$ cat src/rtl/lpht_slot_mod.sv
// Per-layer slot index: key modulo layer size by reciprocal multiplication and one correction.
module lpht_slot_mod #(
  parameter int KEY_WIDTH = 16,
  parameter int SIZE      = 5,
  parameter int IDX_W     = 3
) (
  input  logic                 clk,
  input  logic [KEY_WIDTH-1:0] key,
  output logic [IDX_W-1:0]     idx
);
  localparam int PROD_W = 2 * KEY_WIDTH;
  localparam int SZ_W   = $clog2(SIZE + 1);
  localparam int DIF_W  = KEY_WIDTH + SZ_W;
  // floor(2^KEY_WIDTH / SIZE): the quotient estimate is low by at most one.
  localparam logic [KEY_WIDTH-1:0] RECIP = KEY_WIDTH'((64'd1 << KEY_WIDTH) / SIZE);

  logic [PROD_W-1:0]    prod;
  logic [KEY_WIDTH-1:0] q_r;
  logic [DIF_W-1:0]     qn, dif, rem;

  assign prod = PROD_W'(key) * PROD_W'(RECIP);

  // Quotient estimate registered; key must hold for the next cycle.
  always_ff @(posedge clk) begin
    q_r <= prod[PROD_W-1 -: KEY_WIDTH];
  end

  assign qn  = DIF_W'(q_r) * DIF_W'(SIZE);
  assign dif = DIF_W'(key) - qn;
  assign rem = (dif >= DIF_W'(SIZE)) ? dif - DIF_W'(SIZE) : dif;

  assign idx = IDX_W'(rem);
endmodule

$ cat config.mk
export PLATFORM = sky130hd
export DESIGN_NAME = lpht_slot_mod
export DESIGN_NICKNAME = d
export VERILOG_FILES = /design/src/rtl/lpht_slot_mod.sv
export SDC_FILE = /design/constraint.sdc
export NUM_CORES = 1
export LEC_CHECK = 0
export ABC_AREA = 0
export BUFFER_PORTS_ARGS = -buffer_cell sky130_fd_sc_hd__buf_2
export CAP_MARGIN = 20
export CORE_MARGIN = 2
export CORE_UTILIZATION = 55
export DETAILED_ROUTE_END_ITERATION = 10
export MAX_ROUTING_LAYER = met4
export PLACE_DENSITY_LB_ADDON = 0.05
export SETUP_SLACK_MARGIN = 0.2
export SLEW_MARGIN = 0
export SYNTH_ARGS = -nofsm -noshare
export SYNTH_HDL_FRONTEND = slang
export SYNTH_SLANG_ARGS = --single-unit
export TNS_END_PERCENT = 30
$ cat constraint.sdc
create_clock -name clk -period 7.7 [get_ports clk]
set_input_delay 0.77 -clock clk [delete_from_list [all_inputs] [get_ports clk]]
set_output_delay 0.77 -clock clk [all_outputs]
set_load 0.1 [all_outputs]
; Word-level counts from Yosys, hierarchy flattened
; Cells that the tools add are included.
[totals]
output_inout_bits = 3
word_cells = 7
ff_bits = 14
[op_classes]
mul = 2
addsub = 2
order_cmp = 1
n_mux = 1
[ops]
columns = cell, count
row1 = $mul 16x14->30 const B, 1
row2 = $ge 19x3->1 const B, 1
row3 = $sub 16x17->18, 1
row4 = $mul 14x3->17 const B, 1
row5 = $mux 3, 1
row6 = $sub 3x3->3 const B, 1

; Depth between registers and ports, before layout
[depth]
depth_word = 4
mapped_depth = 19
mapped_depth_nobuf = 19

; Least setup slack after synthesis
; Ideal clock, no wire load.
[synth_path]
path_kind = input -> register
startpoint = input key[1]
endpoint = register q_r[11]
cell_stages = 18
required_ns = 7.568
path_buffers = 0
slack_ns = 2.238
arrival_time_ns = 5.330
setup_time_ns = 0.132
cell_sequence = ha_1 > xor2_1 > ha_1 > fa_1 > fa_1 > fa_1 > inv_1 > fa_1 > inv_1 > ha_1 > a21oi_1 > o21ai_0 > o21ai_0 > a31oi_4 > a21oi_2 > nor2_1 > o311ai_0 > a211oi_1
[synth_via]
elab_chain_len = 1
[synth_lines]
columns = element, line_no
row1 = "start, declared", 8  ; input logic [KEY_WIDTH-1:0] key,
row2 = $mul 16x14->30, 21  ; assign prod = PROD_W'(key) * PROD_W'(RECIP);
row3 = net prod[27], 17  ; logic [PROD_W-1:0] prod;
row4 = "end signal, assigned", 25  ; q_r <= prod[PROD_W-1 -: KEY_WIDTH];
row5 = "end, declared", 18  ; logic [KEY_WIDTH-1:0] q_r;
; The timed path passes the listed nets, and every way through them passes these cells.

; Final worst setup path
; Same ends and word-level chain as after synthesis.

==> qor.txt <==
compound-gate portion of the synthesized area - 12.3%
Register Area - 280 sq um
post-DP HPWL - 11300 um
CP Class - input pin to flop
Mapped Cells - 637
# nets final - 908
Vias/cell - 5.49
core footprint - 10400 sq um
setup_tns - 0 ns
post-synthesis adder-cell area fraction - 59.1%
Critical Path AT - 5.85 ns
CTS tree - built
Die Y-Extent - 108 um
CTS max path bufs - 2
final worst path period share - 74.5%
Synth Register Bits - 14
Top FF cell, synth - dfxtp_1
area of the multi-input gates - 4950 sq um
syn avg cell area - 9.25 sq um
First-pass DRT Iterations - 4
via count - 4360
largest net degree at the start of global routing - 10
Synth Area in Simple Gates - 8.20%
Core Rows - 37
relative slew slack - 59.6%
f_max - 0.174 GHz
syn_nets - 886
vias in the first global route - 4661
mux cell area share after synthesis - 0.616%
Worst Setup End Kind - flop
Sink Count - 14
unrepaired setup endpoints after global routing - no
xor and xnor area share after synthesis - 3.86%
largest family of logic cells by synthesized area - adder cells
clock root cell - clkbuf_8
Core Util, Final - 59.7%
register clock-pin slew on the reported worst setup and hold paths - 0.06 ns
Worst setup SP type - input pin
Largest Register - q_r
global-route wire length before repair - 22200 um
area grow syn2layout - 5.05%
synth warn - 0
Synth async-reset ratio - 0%
distinct cell type count after synthesis - 59
max FFs per register - 14
die area - 11600 sq um
antenna viol nets, final - 0
input/output buffers - 19
share of layout cells above drive strength 1 - 5.17%
Regs by FF count - q_r (14)
Seq/Total Area, Yosys - 4.76%
drt total wl - 12600 um
Starting Density - 56.8%
Total GRT Usage - 25.2%
endpoints failing hold - 0
DR DRC count - 0
CTS H-tree lvls - 1
Synth Cell Area - 5890 sq um
post-layout min period - 5.74 ns
final setup violating endpoints - 0
status - completed
initial antenna violation count - 0
Max-Cap Viols - 0
Critical path origin - key[1]
drt initial violations - 159
Worst Path Max Fanout - 8
wire length per cell - 15.9 um
total CTS buffers - 3
grt ovf - 0
Ports - 20
number of fill cells - 957
Worst-Margin Slew - 0.591 ns
CTS resizes - 0
max-slew violations - 0
Required @ worst endpoint - 7.81 ns
n_diodes - 0
Hold WC Path Type - input pin to flop
cts hold-fix bufs - 0
EDFF count, synth - 0
die width - 108 um
GPL Wtd Cong - 0.902
hold path start - key[15]
Post CTS Setup Buffer Count - 0
==> layout by cell type (no fill, tap or decap), drive strengths merged, types with 3 or more instances in the layout <==
master,count
nand3,9
and3,5
ha,155
clkbuf,4
nand2,14
fa,77
o22ai,3
a21o,12
a211oi,4
nor2b,6
a31oi,3
o21a,3
nor3b,3
nand3b,3
nand4,5
nor3,5
xnor2,15
dfxtp,14
a21oi,25
o21ai,20
inv,170
a2111oi,6
nor2,22
buf,19
nand2b,8
xor2,11
==> path summary, 6_finish.rpt <==
path / to / slack [ns] / cells after the start
setup / recovery: q_r[11] / 1.96 / 19
hold / removal: q_r[0] / 1.33 / 4
==> synth_stat cells (all sizes together), types with 2 or more instances <==
master | instances | area share [%]
dfxtp | 14 | 4.8
nor3 | 5 | 0.42
a31oi | 3 | 0.83
a221oi | 2 | 0.30
a21o | 12 | 1.5
nand3b | 3 | 0.38
mux2 | 2 | 0.45
o21ai | 20 | 1.7
o31a | 2 | 0.30
o21bai | 2 | 0.25
a21oi | 25 | 2.2
or4 | 2 | 0.25
o21a | 3 | 0.38
a211oi | 4 | 0.51
o211ai | 2 | 0.25
a22o | 2 | 0.30
nand2 | 14 | 0.89
nor2 | 22 | 1.4
buf | 2 | 0.38
o22ai | 3 | 0.32
xor2 | 11 | 1.6
nand4 | 5 | 0.53
and3 | 5 | 0.53
inv | 170 | 11
xnor2 | 15 | 2.2
fa | 77 | 26
nand2b | 8 | 0.85
nor2b | 6 | 0.64
a2111oi | 6 | 1.3
nand3 | 9 | 0.76
ha | 155 | 33
nor3b | 3 | 0.38
or3 | 2 | 0.21
a21boi | 2 | 0.32
==> cell type report <==
cell class,instances,share of cell area (%)
tap,136,2.75
clock buffer,4,0.889
multi-input combinational,451,80.0
sequential,14,4.53
timing repair buffer,19,1.54
inverter,170,10.3
==> cell families (layout without fill, tap and decap cells) <==
kind of cell,Yosys count,in the layout
flops,14,14
compound gates,99,99
buf+inv,172,193
fa+ha+maj,232,232
simple gates,91,91
xor+xnor,26,26
mux,3,3
==> layer usage <==
metal / vias up / wire, um / share of wire, % / GRT usage [%]
met3: 8 / 329 / 2.6 / 1.69
met2: 74 / 6280 / 50 / 44.6
li1: 2151 / - / - / -
met1: 2127 / 5950 / 47 / 32.8
met5: - / 0 / 0 / -
met4: 0 / 77 / 0.61 / 3.11
==> critical path, stage by stage <==
cell and delay [ns]:
buf_2 0.16, ha_1 0.37, xor2_1 0.17, ha_1 0.30
fa_1 0.51, fa_1 0.52, fa_1 0.54, inv_1 0.05
fa_1 0.50, inv_1 0.04, ha_1 0.34, a21oi_1 0.15
o21ai_0 0.15, o21ai_0 0.34, a31oi_4 0.09, a21oi_2 0.30
nor2_1 0.09, o311ai_0 0.33, a211oi_1 0.13
==> stage by stage <==
| stage | cell area (sq um) | hold slack, ns | std cells | setup WS [ns] |
|---|---|---|---|---|
| after global routing | 6190 | 1.39 | 794 | 1.66 |
| after global placement | 6130 | 1.58 | 790 | 1.83 |
| after detailed placement | 6130 | 1.60 | 790 | 1.72 |
| after CTS | 6190 | 1.34 | 794 | 1.95 |
| final | 6190 | 1.33 | 794 | 1.96 |
| after floorplan | 5890 | 1.21 | 637 | 2.24 |
Power is left out: the tool's default activity adds up to more than one toggle a clock period on the data nets, which glitch-free logic cannot reach.
