**src/rtl/lpht_ram.sv**
```systemverilog
// Generic single-port-write, single-port-read RAM with registered read data.
module lpht_ram #(
  parameter int WIDTH = 8,
  parameter int DEPTH = 16
) (
  input  logic                     clk,
  input  logic                     we,
  input  logic [$clog2(DEPTH)-1:0] waddr,
  input  logic [WIDTH-1:0]         wdata,
  input  logic [$clog2(DEPTH)-1:0] raddr,
  output logic [WIDTH-1:0]         rdata
);
  logic [WIDTH-1:0] mem [DEPTH];

  always_ff @(posedge clk) begin
    if (we) mem[waddr] <= wdata;
    rdata <= mem[raddr];
  end
endmodule

```
**config.mk**
```make
export PLATFORM = sky130hd
export DESIGN_NAME = lpht_ram
export DESIGN_NICKNAME = d
export VERILOG_FILES = /design/src/rtl/lpht_ram.sv
export SDC_FILE = /design/constraint.sdc
export NUM_CORES = 1
export LEC_CHECK = 0
export ABC_AREA = 1
export BUFFER_PORTS_ARGS = -buffer_cell sky130_fd_sc_hd__buf_4
export CAP_MARGIN = 20
export CORE_AREA = 2 2 117 107
export DETAILED_ROUTE_END_ITERATION = 6
export DIE_AREA = 0 0 119 109
export PLACE_DENSITY = 0.74
export SLEW_MARGIN = 5
export SYNTH_ARGS = -nofsm -noshare
export SYNTH_HDL_FRONTEND = slang
export SYNTH_SLANG_ARGS = --single-unit
```
**constraint.sdc**
```tcl
create_clock -name clk -period 2.5 [get_ports clk]
set_input_delay 0.5 -clock clk [delete_from_list [all_inputs] [get_ports clk]]
set_output_delay 0.5 -clock clk [all_outputs]
set_load 0.02 [all_outputs]
```
== After elaboration in Yosys (flattened, before gate mapping) ==
Memories as Yosys holds them, arrays and structs flattened. A register that Yosys moved wholly into a read port is not among the register bits.
Cells that the tools add are included.

* Muxes and demuxes: 2

{| class="wikitable"
|+ Operators by type and width
! operator !! count
|-
| 1-bit two-way mux || 2
|}

* Bits in registers: 0
* Memory bits (writable): 128
* Output and inout bits: 8
* Memories: 1

{| class="wikitable"
|+ Memories
! name !! depth !! width !! rd ports !! clocked after memory_dff !! wr ports !! line !! RTL
|-
| mem || 16 || 8 || 1 || 1 || 1 || 13 || <nowiki>logic [WIDTH-1:0] mem [DEPTH];</nowiki>
|}

== Depth between registers and ports, before layout ==
* Depth in word-level cells: 2
* Mapped depth: 8

== Least setup slack after synthesis ==
Ideal clock, no wire load.

* Kind: input-to-reg
* Start: in waddr[2]
* End: mem mem[10][0], enable pin
* Library setup time: 0.370 ns
* Data arrival time: 1.081 ns
* Data required time: 2.130 ns
* Path slack: 1.049 ns
* Stages: 2
* Path buffers: 0
* Cell sequence: nand3b_1 > nor2_1

{| class="wikitable"
|+ RTL lines
! what !! line !! RTL
|-
| from (decl) || 8 || <nowiki>input logic [$clog2(DEPTH)-1:0] waddr,</nowiki>
|-
| to (decl) || 13 ||
|}

No word-level cell before the write port.

== Worst setup path in the final report ==
* Start: reg rdata[5], read port of mem
* End: out rdata[5]

{| class="wikitable"
|+ RTL lines
! what !! line !! RTL
|-
| from (decl) || 11 || <nowiki>output logic [WIDTH-1:0] rdata</nowiki>
|}

No word-level cell between the ends.

==> results.rst <==
.. list-table::
   :header-rows: 1

   * - Metric
     - Value
   * - CP delay by family, top
     - flip-flops
   * - Sequential-to-total area share from yosys stat
     - 69.4%
   * - Share of the synthesized netlist area taken by xor and xnor gates
     - 0%
   * - Number of distinct library cells after synthesis
     - 12
   * - Post-placement worst setup slack
     - approximately 0.64 ns
   * - Bufs and invs on worst path
     - 1
   * - Global route total overflow
     - 0
   * - Clock sink total
     - 136
   * - Area leader, netlist
     - sky130_fd_sc_hd__edfxtp_1
   * - Post-CTS setup buffer count
     - 0
   * - Total nets after synthesis
     - ~570
   * - Area growth syn-to-layout
     - 15.2%
   * - Area share of and/or/nand/nor cells after synthesis
     - a little over a fifth
   * - Slack of the critical path
     - 1.03 ns
   * - Setup TNS after final layout
     - 0 ns
   * - Amount of wire on met2 after detailed routing
     - between 5000 and 6000 µm
   * - Residual DRC count
     - 0
   * - Post-synthesis area per instance
     - about 10 µm²
   * - CP Depth
     - 1
   * - Final hold slack
     - 0.399 ns
   * - Port Buffers
     - 25
   * - Arithmetic-cell share of the synthesized area counting full adders, half adders and majority gates
     - 0%
   * - Average vias per placed instance
     - 5.13
   * - Maximum fanout count along the critical path
     - 1
   * - # Max-Cap Violations
     - 0
   * - Vias in the first global route
     - 3690
   * - Quantity of gates resized following cts
     - 0
   * - Routed wire length per instance
     - 17.2 µm
   * - Final period demand of the worst path
     - 1.47 ns
   * - Ys async rst share
     - 0%
   * - VDD IR-drop max
     - 0.000527 V
   * - Number of violations reported at the end of detailed-routing iteration 0
     - roughly 340
   * - Worst clock skew on the final layout
     - 0.00580 ns
   * - Core region area
     - 11800 µm²
   * - Status
     - finished, final reports clean
   * - Path type of the worst min-delay path
     - in2reg
   * - Required time at the endpoint of the critical path
     - around 2.0 ns
   * - Sequential cell fraction of total power
     - roughly 48%
   * - Instance count after placement with tap cells included
     - 720
   * - Share of post-route cells with drive strength above 1
     - 10.8%
   * - Top-count cell post-synth
     - sky130_fd_sc_hd__nand2_1
   * - Proportion of synthesized area in mux cells
     - 0%
   * - Post-synthesis sequential element count
     - ~140
   * - Post-synth EDFFs
     - 128
   * - Internal Dissipation
     - 4.20 mW
   * - Std cell rows
     - 38
   * - Category of the most critical setup path
     - reg2out
   * - Sum of net half-perimeters after detailed placement
     - between 7000 and 8000 µm
   * - Bufs on Longest Clock Path
     - 2
   * - Vertical extent of the die
     - 109 µm
   * - Largest family of logic cells by synthesized area
     - simple AND/OR/NAND/NOR gates
   * - Die ar.
     - around 13000 µm²
   * - Final Cycle Share
     - about three fifths
   * - Power share of the combinational group
     - 6.3%
   * - Slowest stage delay, CP
     - 0.39 ns
   * - Instance count of the mapped netlist
     - 551
   * - Top routing layer used
     - met4
   * - Number of cells on the worst reg-to-reg path
     - 6
   * - Category of the worst setup path capture point
     - output pin
   * - Die extent in x
     - 119 µm
   * - Max-Slew Margin vs Limit
     - 45.3%
   * - Wire length after detailed routing
     - 12900 µm
   * - CTS buffer count
     - 17
   * - Final count of negative-setup-slack endpoints
     - 0
   * - Reg clk slew, reported paths
     - 0.06 ns
   * - CTS hold repair buffers
     - 0
   * - Met3 WL post-DR
     - 1030 µm
   * - Total chip power
     - 5.37 mW
   * - Number of detailed-routing iterations run before antenna repair
     - 5
   * - Nets@finish
     - 597
   * - Worst-margin pin slew
     - about 0.82 ns
   * - Number of antenna violations at the first check in global routing
     - 0
   * - Clock insertion delay at the later pin of the skew report
     - approximately 0.42 ns
   * - Part of the power in the clock network
     - 45.9%
   * - Compound-Gate Fraction of Synth Area
     - 0%
   * - Final weighted congestion in routability-driven placement
     - ~0.85
   * - Maximum number of pins on one net before global-route repair
     - 65
   * - CP max-delay cell
     - sky130_fd_sc_hd__dfxtp_1
   * - WHS Path Cells
     - 3
   * - Initial core utilization
     - 48.7%
   * - Power density relative to cell area
     - 809 nW/µm²
   * - Total net switching power
     - 1.17 mW
   * - Portion of synthesized cell area occupied by the leading cell type
     - 66.7%
   * - Synth Cell Area
     - between 5000 and 6000 µm²
   * - Final hold viol count
     - 0
   * - Tot GR Track Use
     - 21.8%
   * - Number of warning messages in the yosys log
     - 0
   * - Count of H-tree levels built during CTS
     - 4
   * - Type of element launching the critical path
     - flop
   * - Wire length on met1
     - 5560 µm
   * - Synth Flop Type
     - sky130_fd_sc_hd__edfxtp_1
   * - Crit-path cells
     - buf_4
   * - Sw Share
     - a little over a fifth
   * - Number of antenna cells inserted
     - 0
   * - Highest clock frequency the design can meet
     - around 700 MHz
   * - Leading post-synthesis cells by instance count
     - 173 x sky130_fd_sc_hd__nand2_1, 128 x sky130_fd_sc_hd__edfxtp_1, 100 x sky130_fd_sc_hd__inv_1
   * - TritonCTS clock tree
     - done
   * - First-pass GRT wire length
     - 20800 µm
   * - Setup repair after global routing missed its margin
     - false
   * - Leakage
     - 2.86 nW
   * - Biggest area contributors in the synthesized netlist
     - sky130_fd_sc_hd__edfxtp_1 67%, sky130_fd_sc_hd__nand2_1 11%, sky130_fd_sc_hd__nand3_1 8.4%
   * - DR vias
     - 3850
   * - Count of antenna-violating nets left after detailed routing
     - 0
   * - Io pins
     - 26
   * - Worst endpoint data arrival time
     - 0.97 ns
   * - Final count of pins violating max slew
     - 0
   * - Root buf cell
     - sky130_fd_sc_hd__clkbuf_16
   * - Final cell count without fillers
     - 751
-- power by group through the flow --
stage | logic [mW] | clock network (mW) | registers (mW)
finish | 0.336 | 2.47 | 2.57
global route | 0.371 | 2.57 | 2.57
detailed placement | 0.331 | 0 | 2.62
CTS | 0.336 | 2.48 | 2.57
global placement | 0.328 | 0 | 2.62
floorplan | 0.180 | 0 | 2.63
-- per-stage QoR --
step	utilization [%]	cell area (µm²)
global placement	51.2	6060
global route	56.1	6640
floorplan	-	5770
detailed placement	51.2	6060
CTS	56.1	6640
finish	56.1	6640
-- routing by layer --
metal | global-route usage [%] | up-vias
met2 | 33.7 | 180
met1 | 30.3 | 1820
met3 | 4.29 | 22
li1 | - | 1828
met5 | 0 | -
met4 | 9.61 | 0
-- cell families (layout without fill, tap and decap cells) --
kind of cell	after synthesis	in the layout
buffers and inverters	126	166
DFF	136	136
and+or+nand+nor	289	289
-- layout make-up --
cell class	count	area, µm²
Multi-Input combinational cell	289	1210
Timing Repair Buffer	33	260
Tap cell	160	200
Fill cell	947	5190
Sequential cell	136	4000
Inverter	102	383
Clock inverter	14	158
Clock buffer	17	425
-- worst paths after layout --
check | start | end | slack [ns]
max reg2reg | mem[9][5] | rdata[5] | 1.42
min | raddr[3] | rdata[7] | 0.40
min reg2reg | mem[12][1] | rdata[1] | 0.67
max | rdata[5] | rdata[5] | 1.03
-- registers in the layout, indices dropped and copies added, names as in the netlist --
name / cells
mem: 128
rdata: 8
-- cells in the final DEF (no fill, tap or decap), drive strengths merged --
master      n
nand2     173
edfxtp    128
inv       103
nand3      97
buf        33
nor2       17
clkbuf     17
dfxtp       8
clkinv      7
bufinv      3
clkinvlp    3
nand3b      2
(Power assumes the default switching activity.)
